[src/design/dst4_pkg.sv]
// ----------------------------------------------------------------------------
// dst4_pkg
// Shared widths, types, weights and limits of the 4x4 integer DST block.
// ----------------------------------------------------------------------------
`default_nettype none

package dst4_pkg;

  localparam int SampleW   = 16;  // input sample
  localparam int MidW      = 21;  // pass-one value as stored
  localparam int ResW      = 25;  // final result
  localparam int SumW      = 29;  // weighted sum of four values, |sum| <= 242 * 2^20
  localparam int RndW      = SumW + 1;  // sum plus rounding offset
  localparam int ShiftW    = 5;
  localparam int FwdShiftW = 4;
  localparam int InvShiftW = 5;
  localparam int AddrW     = 5;
  localparam int DataW     = 32;
  localparam int Lanes     = 4;

  typedef logic signed [SampleW-1:0] sample_t;
  typedef logic signed [MidW-1:0]    mid_t;
  typedef logic signed [ResW-1:0]    res_t;
  typedef logic signed [SumW-1:0]    sum_t;
  typedef logic signed [RndW-1:0]    rnd_t;

  typedef mid_t     mid_vec_t [Lanes];
  typedef res_t     res_vec_t [Lanes];
  typedef res_vec_t res_blk_t [Lanes];

  localparam sum_t W29 = 29;
  localparam sum_t W55 = 55;
  localparam sum_t W74 = 74;

  localparam logic [ShiftW-1:0]    FwdPass1Shift = 5'd4;
  localparam logic [ShiftW-1:0]    InvPass1Shift = 5'd10;
  localparam logic [FwdShiftW-1:0] FwdPass1Min   = 4'd4;
  localparam logic [InvShiftW-1:0] InvPass1Min   = 5'd10;

  localparam rnd_t MidMax = 30'sd1048575;
  localparam rnd_t MidMin = -30'sd1048576;
  localparam rnd_t ResMax = 30'sd16777215;
  localparam rnd_t ResMin = -30'sd16777216;

  typedef enum logic [2:0] {
    REG_DIRECTION = 3'd0,
    REG_FWD_SHIFT = 3'd1,
    REG_INV_SHIFT = 3'd2,
    REG_CLAMP_MAX = 3'd3,
    REG_CLAMP_MIN = 3'd4
  } cfg_idx_e;

  typedef struct packed {
    logic                  inverse;
    logic [FwdShiftW-1:0]  fwd_shift;
    logic [InvShiftW-1:0]  inv_shift;
    logic signed [ResW-1:0] clamp_max;
    logic signed [ResW-1:0] clamp_min;
  } cfg_t;

  typedef struct packed {
    logic                   inverse;
    logic                   last_pass;
    logic [ShiftW-1:0]      shift;
    logic signed [ResW-1:0] clamp_max;
    logic signed [ResW-1:0] clamp_min;
  } lane_ctl_t;

  typedef struct packed {
    logic inverse;
    logic mid_we;
    logic res_we;
  } merge_ctl_t;

endpackage

`default_nettype wire

[src/design/dst4_merge.sv]
// ----------------------------------------------------------------------------
// dst4_merge
// Merge the four lane outputs into the pass-one and result stores, with the
// transposition the direction calls for, and serve pass-two operands and
// output rows.
// ----------------------------------------------------------------------------
`default_nettype none

module dst4_merge (
  input  logic                 clk_i,
  input  dst4_pkg::merge_ctl_t ctl_i,
  input  dst4_pkg::res_blk_t   y_i,
  input  logic [1:0]           row_i,
  output dst4_pkg::mid_vec_t   op_o [dst4_pkg::Lanes],
  output dst4_pkg::res_vec_t   row_o
);

  dst4_pkg::mid_t mid_q [16];
  dst4_pkg::res_t res_q [16];

  // Forward writes lane r's outputs down column r; inverse writes row r.
  always_ff @(posedge clk_i) begin
    for (int r = 0; r < dst4_pkg::Lanes; r++) begin
      for (int k = 0; k < dst4_pkg::Lanes; k++) begin
        if (ctl_i.mid_we) begin
          if (ctl_i.inverse) begin
            mid_q[4'(r * 4 + k)] <= y_i[r][k][dst4_pkg::MidW-1:0];
          end else begin
            mid_q[4'(k * 4 + r)] <= y_i[r][k][dst4_pkg::MidW-1:0];
          end
        end
        if (ctl_i.res_we) begin
          if (ctl_i.inverse) begin
            res_q[4'(r * 4 + k)] <= y_i[r][k];
          end else begin
            res_q[4'(k * 4 + r)] <= y_i[r][k];
          end
        end
      end
    end
  end

  // Forward pass two reads rows, inverse reads columns.
  always_comb begin
    for (int r = 0; r < dst4_pkg::Lanes; r++) begin
      for (int k = 0; k < dst4_pkg::Lanes; k++) begin
        op_o[r][k] = ctl_i.inverse ? mid_q[4'(k * 4 + r)] : mid_q[4'(r * 4 + k)];
      end
    end
    for (int k = 0; k < dst4_pkg::Lanes; k++) begin
      row_o[k] = res_q[{row_i, 2'(k)}];
    end
  end

endmodule

`default_nettype wire

[config.mk]
export PLATFORM = sky130hd
export DESIGN_NAME = dst4_merge
export DESIGN_NICKNAME = d
export VERILOG_FILES = /design/src/design/dst4_pkg.sv /design/src/design/dst4_merge.sv
export SDC_FILE = /design/constraint.sdc
export NUM_CORES = 1
export LEC_CHECK = 0
export BUFFER_PORTS_ARGS = -buffer_cell sky130_fd_sc_hd__buf_4
export CAP_MARGIN = 10
export CORE_UTILIZATION = 27
export DETAILED_ROUTE_END_ITERATION = 16
export MAX_ROUTING_LAYER = met4
export SYNTH_ARGS = -nofsm -noshare
export SYNTH_HDL_FRONTEND = slang
export SYNTH_SLANG_ARGS = --single-unit
[constraint.sdc]
create_clock -name clk_i -period 21.9 [get_ports clk_i]
set_clock_uncertainty 0.2 [all_clocks]
set_input_delay 5.475 -clock clk_i [delete_from_list [all_inputs] [get_ports clk_i]]
set_output_delay 5.475 -clock clk_i [all_outputs]
set_load 0.01 [all_outputs]
==> results.sh <==
export IMPL_rows=129
export IMPL_critPathSlowestCell="buf_4"
export IMPL_worstHoldStart="y_i[21]"
export IMPL_viasPerCell=4.72
export IMPL_worst_slew_pin_slew_ns=1.06
export IMPL_synth_distinct_cells=13
export IMPL_fp_dieW_um=357
export IMPL_wl_met2_um=57200
export IMPL_synthCells=1755
export IMPL_crit_start="ctl_i[2]"
export IMPL_wire_per_inst_um=28.2
export IMPL_syn_nets=2161
export IMPL_max_stage_delay_ns=0.86
export IMPL_end_kind="output pin"
export IMPL_start_kind="primary input"
export IMPL_cp_max_fo=71
export IMPL_ir_drop_mv=0.0644
export IMPL_hold_viol=0
export IMPL_arrival_ns=8.19
export IMPL_first_iter_violations=1667
export IMPL_fmax_ghz=0.0721
export IMPL_worstHoldPathType="primary input to flop"
export IMPL_grt_pass1_wl_um=162000
export IMPL_crit_required_ns=16.23
export IMPL_initial_utilization=0.274
export IMPL_layout_drive_gt1_share=0.669
export IMPL_cts_htree_levels=3
export IMPL_seq_area_um2=22100
export IMPL_place_gp_congestion=0.848
export IMPL_nNetsFinal=3004
export IMPL_coreArea_um2=124000
export IMPL_cts_tree="yes"
export IMPL_ys_top_cells_by_area="edfxtp_1 (65%), mux2_2 (23%), mux4_2 (6.6%)"
export IMPL_grt_usage=0.189
export IMPL_setup_tns_ns=0
export IMPL_syn_avg_cell_area_um2=19.4
export IMPL_vias=20400
export IMPL_synth_yosys_seq_area_share=0.650
export IMPL_drc=0
export IMPL_pwr_density_cell_nw_per_um2=84.3
export IMPL_multi_input_area_um2=11400
export IMPL_mostFrequentLayoutCells="buf_4 (859), edfxtp_1 (736), mux2_2 (694)"
export IMPL_synth_top_area_share=0.650
export IMPL_path_clk_slew_ns=0.06
export IMPL_clkSinkCount=736
export IMPL_setup_viol=0
export IMPL_layout_commonest_cell="buf_4"
export IMPL_drt_antenna_violating_nets=0
export IMPL_p_leak_nw=16.6
export IMPL_highest_layer="met4"
export IMPL_synthesis_area_um2=34000
export IMPL_fillCellCount=11800
export IMPL_yosysWarningCount=0
export IMPL_cts_buffers=87
export IMPL_synth_area_leader_cell="edfxtp_1"
export IMPL_met3_length_um=8450
export IMPL_slew_headroom=0.293
export IMPL_hpwlAfterDp_um=88000
export IMPL_rsz0062_at_grt="no"
export IMPL_fin_util=0.360
export IMPL_grt_pass1_vias=20200
export IMPL_die_y_um=357
export IMPL_ctsResizeCount=0
export IMPL_syn2layout_area_growth_pct=31.6
export IMPL_io_pins=842
export IMPL_firstDrtPassIters=7
export IMPL_worstSetupPathType="primary input to output pin"
export IMPL_path_common_cell="buf_4"
export IMPL_period_minus_slack_ns=13.87
export IMPL_wl_met1_um=53000
export IMPL_cap_violations=0
export IMPL_cts_buffer_depth=3
export IMPL_cts_root_buf="clkbuf_16"
export IMPL_post_cts_repair_setup_buffers=0
export IMPL_dieArea_um2=127000
export IMPL_synth_seq_cells=736
export IMPL_worstPathCellList="buf_8 > buf_4 > buf_4 > mux2_2 > buf_4"
export IMPL_wl_um=122000
export IMPL_ctsHoldBuffers=0
export IMPL_finalCritPeriodShare=0.633
export IMPL_grt_max_degree=121
export IMPL_status="complete, no violations"
export IMPL_portBuffers=841
export IMPL_grt_overflow_total=0
export IMPL_antenna_found_initial=32
export IMPL_slew_violations=0
[per-stage QoR]
| step | instance area, um^2 | hold slack (ns) | std cells | worst slack [ns] | power [mW] |
|---|---|---|---|---|---|
| 6_report | 44800 | 4.79 | 4317 | 8.03 | 3.77 |
| 5_1_grt | 44700 | 4.74 | 4312 | 7.86 | 3.90 |
| 4_1_cts | 44700 | 4.73 | 4302 | 7.99 | 3.81 |
| 3_5_place_dp | 42100 | 5.45 | 4146 | 8.01 | 2.40 |
| 3_3_place_gp | 42100 | 5.45 | 4146 | 8.07 | 2.40 |
| 2_1_floorplan | 34000 | 5.37 | 1755 | 4.61 | 2.07 |
[synthesized netlist by cell type (all sizes together)]
cell type	number
nand2b	2
edfxtp	736
buf	108
clkbuf	3
mux4	100
nand2	2
mux2	804
[metal layers]
metal,vias up,global-route usage
met5,-,-
li1,8861,-
met3,145,0.0447
met4,0,0.0565
met1,10600,0.251
met2,790,0.286
[path summary, 6_finish.rpt]
kind,end,slack [ns],cells past startpoint
min,res_q[15][21],4.79,1
max,op_o[36],8.03,5
[report_power, final]
group          internal, mW  leakage, nW  switching, mW
combinational         0.312         8.09          0.290
clock                 0.799         1.30          0.599
sequential             1.70         7.20         0.0702
total                  2.81         16.6          0.959
[worst max-delay path: cells and delay by family]
kind,cells,cell delay (ns)
muxes,1,0.41
buffers and inverters,4,2.18
[sequential cells by signal, summed over array words and instances, names as in the netlist]
signal  cells
mid_q     336
res_q     400
[area by class of cell]
| class | count | area share |
|---|---|---|
| Timing Repair Buffer | 865 | 0.146 |
| Tap cell | 1637 | 0.0458 |
| Clock buffer | 111 | 0.0511 |
| Clock inverter | 45 | 0.00850 |
| Sequential cell | 736 | 0.494 |
| Multi-Input combinational cell | 908 | 0.254 |
| Antenna cell | 15 | 0.000839 |
[cells by family (layout without fill, tap and decap cells)]
logic type,Yosys count,in the layout,share of synthesized area
multiplexers,904,904,0.332
other,0,15,0
buffers and inverters,111,1021,0.0173
flip-flops,736,736,0.650
AND/OR/NAND/NOR,4,4,0.000662
Power figures use the tool's default switching activity.
