### config.mk
export PLATFORM = sky130hd
export DESIGN_NAME = dst4_cfg
export DESIGN_NICKNAME = d
export VERILOG_FILES = /design/src/design/dst4_pkg.sv /design/src/design/dst4_cfg.sv
export SDC_FILE = /design/constraint.sdc
export NUM_CORES = 1
export LEC_CHECK = 0
export ABC_AREA = 1
export BUFFER_PORTS_ARGS = -buffer_cell sky130_fd_sc_hd__buf_2
export CORE_ASPECT_RATIO = 1.4
export CORE_UTILIZATION = 50
export CTS_CLUSTER_SIZE = 12
export DETAILED_ROUTE_END_ITERATION = 7
export PLACE_DENSITY_LB_ADDON = 0.1
export REMOVE_ABC_BUFFERS = 1
export SETUP_SLACK_MARGIN = 0.15
export SLEW_MARGIN = 40
export SYNTH_ARGS = -nofsm -noshare
export SYNTH_HDL_FRONTEND = slang
export SYNTH_SLANG_ARGS = --single-unit
### constraint.sdc
create_clock -name clk_i -period 2.8 [get_ports clk_i]
set_clock_uncertainty 0.05 [all_clocks]
set_input_delay 0.28 -clock clk_i [delete_from_list [all_inputs] [get_ports clk_i]]
set_output_delay 0.28 -clock clk_i [all_outputs]
set_load 0.01 [all_outputs]
### src/design/dst4_pkg.sv
// ----------------------------------------------------------------------------
// dst4_pkg
// Shared widths, types, weights and limits of the 4x4 integer DST block.
// ----------------------------------------------------------------------------
`default_nettype none

package dst4_pkg;

  localparam int SampleW   = 16;  // input sample
  localparam int MidW      = 21;  // pass-one value as stored
  localparam int ResW      = 25;  // final result
  localparam int SumW      = 29;  // weighted sum of four values, |sum| <= 242 * 2^20
  localparam int RndW      = SumW + 1;  // sum plus rounding offset
  localparam int ShiftW    = 5;
  localparam int FwdShiftW = 4;
  localparam int InvShiftW = 5;
  localparam int AddrW     = 5;
  localparam int DataW     = 32;
  localparam int Lanes     = 4;

  typedef logic signed [SampleW-1:0] sample_t;
  typedef logic signed [MidW-1:0]    mid_t;
  typedef logic signed [ResW-1:0]    res_t;
  typedef logic signed [SumW-1:0]    sum_t;
  typedef logic signed [RndW-1:0]    rnd_t;

  typedef mid_t     mid_vec_t [Lanes];
  typedef res_t     res_vec_t [Lanes];
  typedef res_vec_t res_blk_t [Lanes];

  localparam sum_t W29 = 29;
  localparam sum_t W55 = 55;
  localparam sum_t W74 = 74;

  localparam logic [ShiftW-1:0]    FwdPass1Shift = 5'd4;
  localparam logic [ShiftW-1:0]    InvPass1Shift = 5'd10;
  localparam logic [FwdShiftW-1:0] FwdPass1Min   = 4'd4;
  localparam logic [InvShiftW-1:0] InvPass1Min   = 5'd10;

  localparam rnd_t MidMax = 30'sd1048575;
  localparam rnd_t MidMin = -30'sd1048576;
  localparam rnd_t ResMax = 30'sd16777215;
  localparam rnd_t ResMin = -30'sd16777216;

  typedef enum logic [2:0] {
    REG_DIRECTION = 3'd0,
    REG_FWD_SHIFT = 3'd1,
    REG_INV_SHIFT = 3'd2,
    REG_CLAMP_MAX = 3'd3,
    REG_CLAMP_MIN = 3'd4
  } cfg_idx_e;

  typedef struct packed {
    logic                  inverse;
    logic [FwdShiftW-1:0]  fwd_shift;
    logic [InvShiftW-1:0]  inv_shift;
    logic signed [ResW-1:0] clamp_max;
    logic signed [ResW-1:0] clamp_min;
  } cfg_t;

  typedef struct packed {
    logic                   inverse;
    logic                   last_pass;
    logic [ShiftW-1:0]      shift;
    logic signed [ResW-1:0] clamp_max;
    logic signed [ResW-1:0] clamp_min;
  } lane_ctl_t;

  typedef struct packed {
    logic inverse;
    logic mid_we;
    logic res_we;
  } merge_ctl_t;

endpackage

`default_nettype wire

### src/design/dst4_cfg.sv
// ----------------------------------------------------------------------------
// dst4_cfg
// APB register file: direction, shifts and inverse clamp bounds.
// ----------------------------------------------------------------------------
`default_nettype none

module dst4_cfg (
  input  logic                          clk_i,
  input  logic                          rst_ni,
  input  logic                          psel,
  input  logic                          penable,
  input  logic                          pwrite,
  input  logic [dst4_pkg::AddrW-1:0]    paddr,
  input  logic [dst4_pkg::DataW-1:0]    pwdata,
  output logic [dst4_pkg::DataW-1:0]    prdata,
  output logic                          pready,
  output dst4_pkg::cfg_t                cfg_o
);

  dst4_pkg::cfg_t cfg_q, cfg_d;
  logic [2:0]     idx;
  logic           wr_en;

  assign idx    = paddr[dst4_pkg::AddrW-1:2];
  assign wr_en  = psel & penable & pwrite;
  assign pready = 1'b1;
  assign cfg_o  = cfg_q;

  always_comb begin
    cfg_d = cfg_q;
    if (wr_en) begin
      case (idx)
        dst4_pkg::REG_DIRECTION: cfg_d.inverse   = pwdata[0];
        dst4_pkg::REG_FWD_SHIFT: cfg_d.fwd_shift = pwdata[dst4_pkg::FwdShiftW-1:0];
        dst4_pkg::REG_INV_SHIFT: cfg_d.inv_shift = pwdata[dst4_pkg::InvShiftW-1:0];
        dst4_pkg::REG_CLAMP_MAX: cfg_d.clamp_max = pwdata[dst4_pkg::ResW-1:0];
        dst4_pkg::REG_CLAMP_MIN: cfg_d.clamp_min = pwdata[dst4_pkg::ResW-1:0];
        default: ;
      endcase
    end
  end

  always_ff @(posedge clk_i or negedge rst_ni) begin
    if (!rst_ni) begin
      cfg_q.inverse   <= 1'b0;
      cfg_q.fwd_shift <= 4'd8;
      cfg_q.inv_shift <= 5'd20;
      cfg_q.clamp_max <= 25'sd32767;
      cfg_q.clamp_min <= -25'sd32768;
    end else begin
      cfg_q <= cfg_d;
    end
  end

  // Bounds read back sign-extended.
  always_comb begin
    case (idx)
      dst4_pkg::REG_DIRECTION: prdata = {31'd0, cfg_q.inverse};
      dst4_pkg::REG_FWD_SHIFT: prdata = {28'd0, cfg_q.fwd_shift};
      dst4_pkg::REG_INV_SHIFT: prdata = {27'd0, cfg_q.inv_shift};
      dst4_pkg::REG_CLAMP_MAX: prdata = {{7{cfg_q.clamp_max[dst4_pkg::ResW-1]}}, cfg_q.clamp_max};
      dst4_pkg::REG_CLAMP_MIN: prdata = {{7{cfg_q.clamp_min[dst4_pkg::ResW-1]}}, cfg_q.clamp_min};
      default:                 prdata = '0;
    endcase
  end

endmodule

`default_nettype wire

==> PnR_summary.wiki <==
{| class="wikitable"
! Metric !! Value
|-
| Final critical path time including I/O delays and setup || 1.95 ns
|-
| TritonCTS clock tree || yes
|-
| Clock root buffer || clkbuf_8
|-
| Total power density per cell area || 716 mW/mm2
|-
| Total wire length after detailed routing || 7070 um
|-
| H-tree Lvls || 3
|-
| Setup crit end kind || output pin
|-
| Master of the slowest instance on the critical path || o22ai_1
|-
| Post-route setup TNS || 0 ns
|-
| Largest incremental delay on the critical path || 0.49 ns
|-
| Gr busiest metal || met2
|-
| Die Area || 0.00612 mm2
|-
| Met2 routing resource usage after global routing || 39.5%
|-
| Cts repair resizes || 0
|-
| First-pass GRT wire length || 11200 um
|-
| Commonest cells after routing, fill and taps aside || buf_2 (124), nand2_1 (88), o21ai_0 (48)
|-
| GR met3 Demand/Resource || 6.59%
|-
| Number of design rule violations left after detail routing || 0
|-
| Buffers inserted during post-CTS setup optimization || 0
|-
| Non-filler cells, final || 519
|-
| Total GRT Usage || 24.5%
|-
| Setup slack, reg-to-reg || 1.90 ns
|-
| Highest net fanout along the worst path || 26
|-
| Worst Path Class, Setup || in2out
|-
| Count of warnings emitted by yosys || 0
|-
| Startpoint types || input port
|-
| CTS max path bufs || 2
|-
| Floorplan die width || 66.4 um
|-
| Max FFs per register || 60
|-
| IR Drop Worst-Case VDD || 0.424 mV
|-
| Critical-path cell list || buf_2 -> inv_4 -> nand3_4 -> o22ai_1 -> buf_2
|-
| Data arrival time of the worst path || 1.62 ns
|-
| Post-route fraction of the period consumed by the critical path || 69.8%
|-
| Filler Cells Inserted || 503
|-
| Fmax || 512 MHz
|-
| Number of detailed-route iterations in the first pass || 4
|-
| Vias/cell || 5.08
|-
| Antenna violations before repair || 0
|-
| Antenna Diode Count || 0
|-
| Syn-to-layout area delta || 25.6%
|-
| R2r worst-path depth || 2
|-
| ANT nets after route || 0
|-
| Clock transition at path regs || 0.06 ns
|-
| Unrepaired setup endpoints after global routing || false
|-
| Cells after Synth || 331
|-
| Port bufs || 124
|-
| Static leakage power || 1.95 nW
|-
| Number of instances in the placed design || 503
|-
| Critical Path Source || paddr[4]
|-
| Routability-driven placement congestion ratio || 0.758
|-
| Initial core utilization || 52.2%
|-
| Cell Area, Synth || 0.00291 mm2
|-
| Avg Inst Size Synth || 8.78 um2
|-
| Run status || finished, final reports clean
|-
| Congestion Overflow GR || 0
|-
| Crit path capture || prdata[27]
|-
| Sum of internal, switching and leakage power || 2.61 mW
|-
| Per-cell routed wire length || 13.6 um
|-
| Vertical die dimension || 92.2 um
|-
| Slew of the pin with the lowest slew margin || 0.636 ns
|-
| Clk sinks || 60
|-
| Reg2Reg Capture Point || cfg_o[24]$_DFFE_PN1P_
|-
| Count of final hold-check violations || 0
|-
| Final standard cell area without fillers || 0.00365 mm2
|-
| Hold Crit Class || in2reg
|-
| Vias post-DR || 2639
|-
| Clock network latency to the later pin of the worst-skew pair || 0.32 ns
|-
| Source of the worst register-to-register timing path || cfg_o[24]$_DFFE_PN1P_
|-
| Placed cell areas || 0.00347 mm2
|-
| Via count of the first global-routing pass || 2346
|-
| Violation count after the first detailed-route iteration || 159
|-
| Flip-flop and latch count after synthesis || 60
|-
| Maximum number of pins on one net before global-route repair || 46
|-
| M1 GR Usage || 31.7%
|-
| Total of max-cap violations || 0
|-
| CTS Hold Buffers Added || 1
|-
| Net count reported at finish || 489
|-
| Sequential-to-total area share from yosys stat || 52.9%
|-
| Max-slew violation count || 0
|-
| Most common cell type on the critical path || buf_2
|-
| Final cell utilization of the core || 65.6%
|-
| Share of layout cells above drive strength 1 || 41.9%
|-
| Max_slew headroom || 57.6%
|-
| Total half-perimeter wirelength after legalization and detailed placement || 4920 um
|-
| Clock buffers created by TritonCTS || 9
|-
| Required time at the worst-slack endpoint || 2.47 ns
|-
| Rows || 32
|-
| Number of distinct standard cells referenced by the synthesized netlist || 24
|-
| Core ar. || 0.00557 mm2
|-
| I/O pins || 135
|-
| Commonest non-fill, non-tap cell in the layout || buf_2
|-
| Final setup violation count || 0
|}
-- per-stage QoR --
step	hold WS, ns	worst slack, ns
after CTS	0.105	0.834
final	0.125	0.846
after global routing	0.119	0.717
after detailed placement	0.109	0.790
after global placement	0.109	0.851
after floorplan	-0.0656	0.599
-- layer usage --
metal | wire length, um | share of wire (%) | vias to the layer above
li1 | - | - | 1292
met4 | 38 | 0.54 | 0
met5 | 0 | 0 | -
met2 | 3620 | 51 | 93
met3 | 397 | 5.6 | 2
met1 | 3010 | 43 | 1252
-- Yosys cell counts, drive strengths merged --
cell type / instances / area share (%)
o211ai: 1 / 0.26
nand4: 7 / 1.5
conb: 1 / 0.13
nand2: 89 / 12
nand3: 14 / 3.2
dfrtp: 32 / 28
nor2: 8 / 2.2
o21ai: 60 / 12
dfstp: 28 / 25
inv: 46 / 6.0
buf: 19 / 5.3
o22ai: 20 / 4.3
clkbuf: 6 / 0.78
-- report_power, final --
| group | internal, mW | switching, mW | leakage, nW |
|---|---|---|---|
| registers | 1.12 | 0.113 | 0.676 |
| logic | 0.290 | 0.417 | 1.18 |
| clock network | 0.362 | 0.308 | 0.0893 |
| total | 1.78 | 0.838 | 1.95 |
-- worst min path at each step --
stage / from / to / slack, ns / depth (start not counted)
floorplan: rst_ni / cfg_o[0]$_DFFE_PN0P_ / -0.07 / 0
global placement: rst_ni / cfg_o[0]$_DFFE_PN0P_ / 0.11 / 1
detailed placement: rst_ni / cfg_o[0]$_DFFE_PN0P_ / 0.11 / 1
CTS: pwdata[15] / cfg_o[15]$_DFFE_PN1P_ / 0.10 / 3
global route: pwdata[15] / cfg_o[15]$_DFFE_PN1P_ / 0.12 / 3
finish: pwdata[15] / cfg_o[15]$_DFFE_PN1P_ / 0.12 / 3
-- worst max-delay path, delay by kind of cell --
family,cells,cell delay [ns]
buffers and inverters,3,0.52
AO/OA/AOI/OAI,1,0.49
AND/OR/NAND/NOR,1,0.30
-- cell families (layout without fill, tap and decap cells) --
logic type | Yosys count | after routing | synth area share [%]
other | 1 | 1 | 0.129
and+or+nand+nor | 118 | 118 | 18.6
buffers and inverters | 71 | 191 | 12.1
DFF | 60 | 60 | 52.9
AOI/OAI and AO/OA | 81 | 81 | 16.2
-- area by class of cell --
type / instances / area [um2] / area share, %
multi-input combinational: 200 / 1020 / 27.8
tap: 68 / 85.1 / 2.33
inverter: 46 / 175 / 4.80
sequential: 60 / 1540 / 42.1
timing repair buffer: 130 / 668 / 18.3
clock inverter: 2 / 10.0 / 0.274
clock buffer: 13 / 159 / 4.35
No activity file was read; power rests on OpenSTA's default activity.
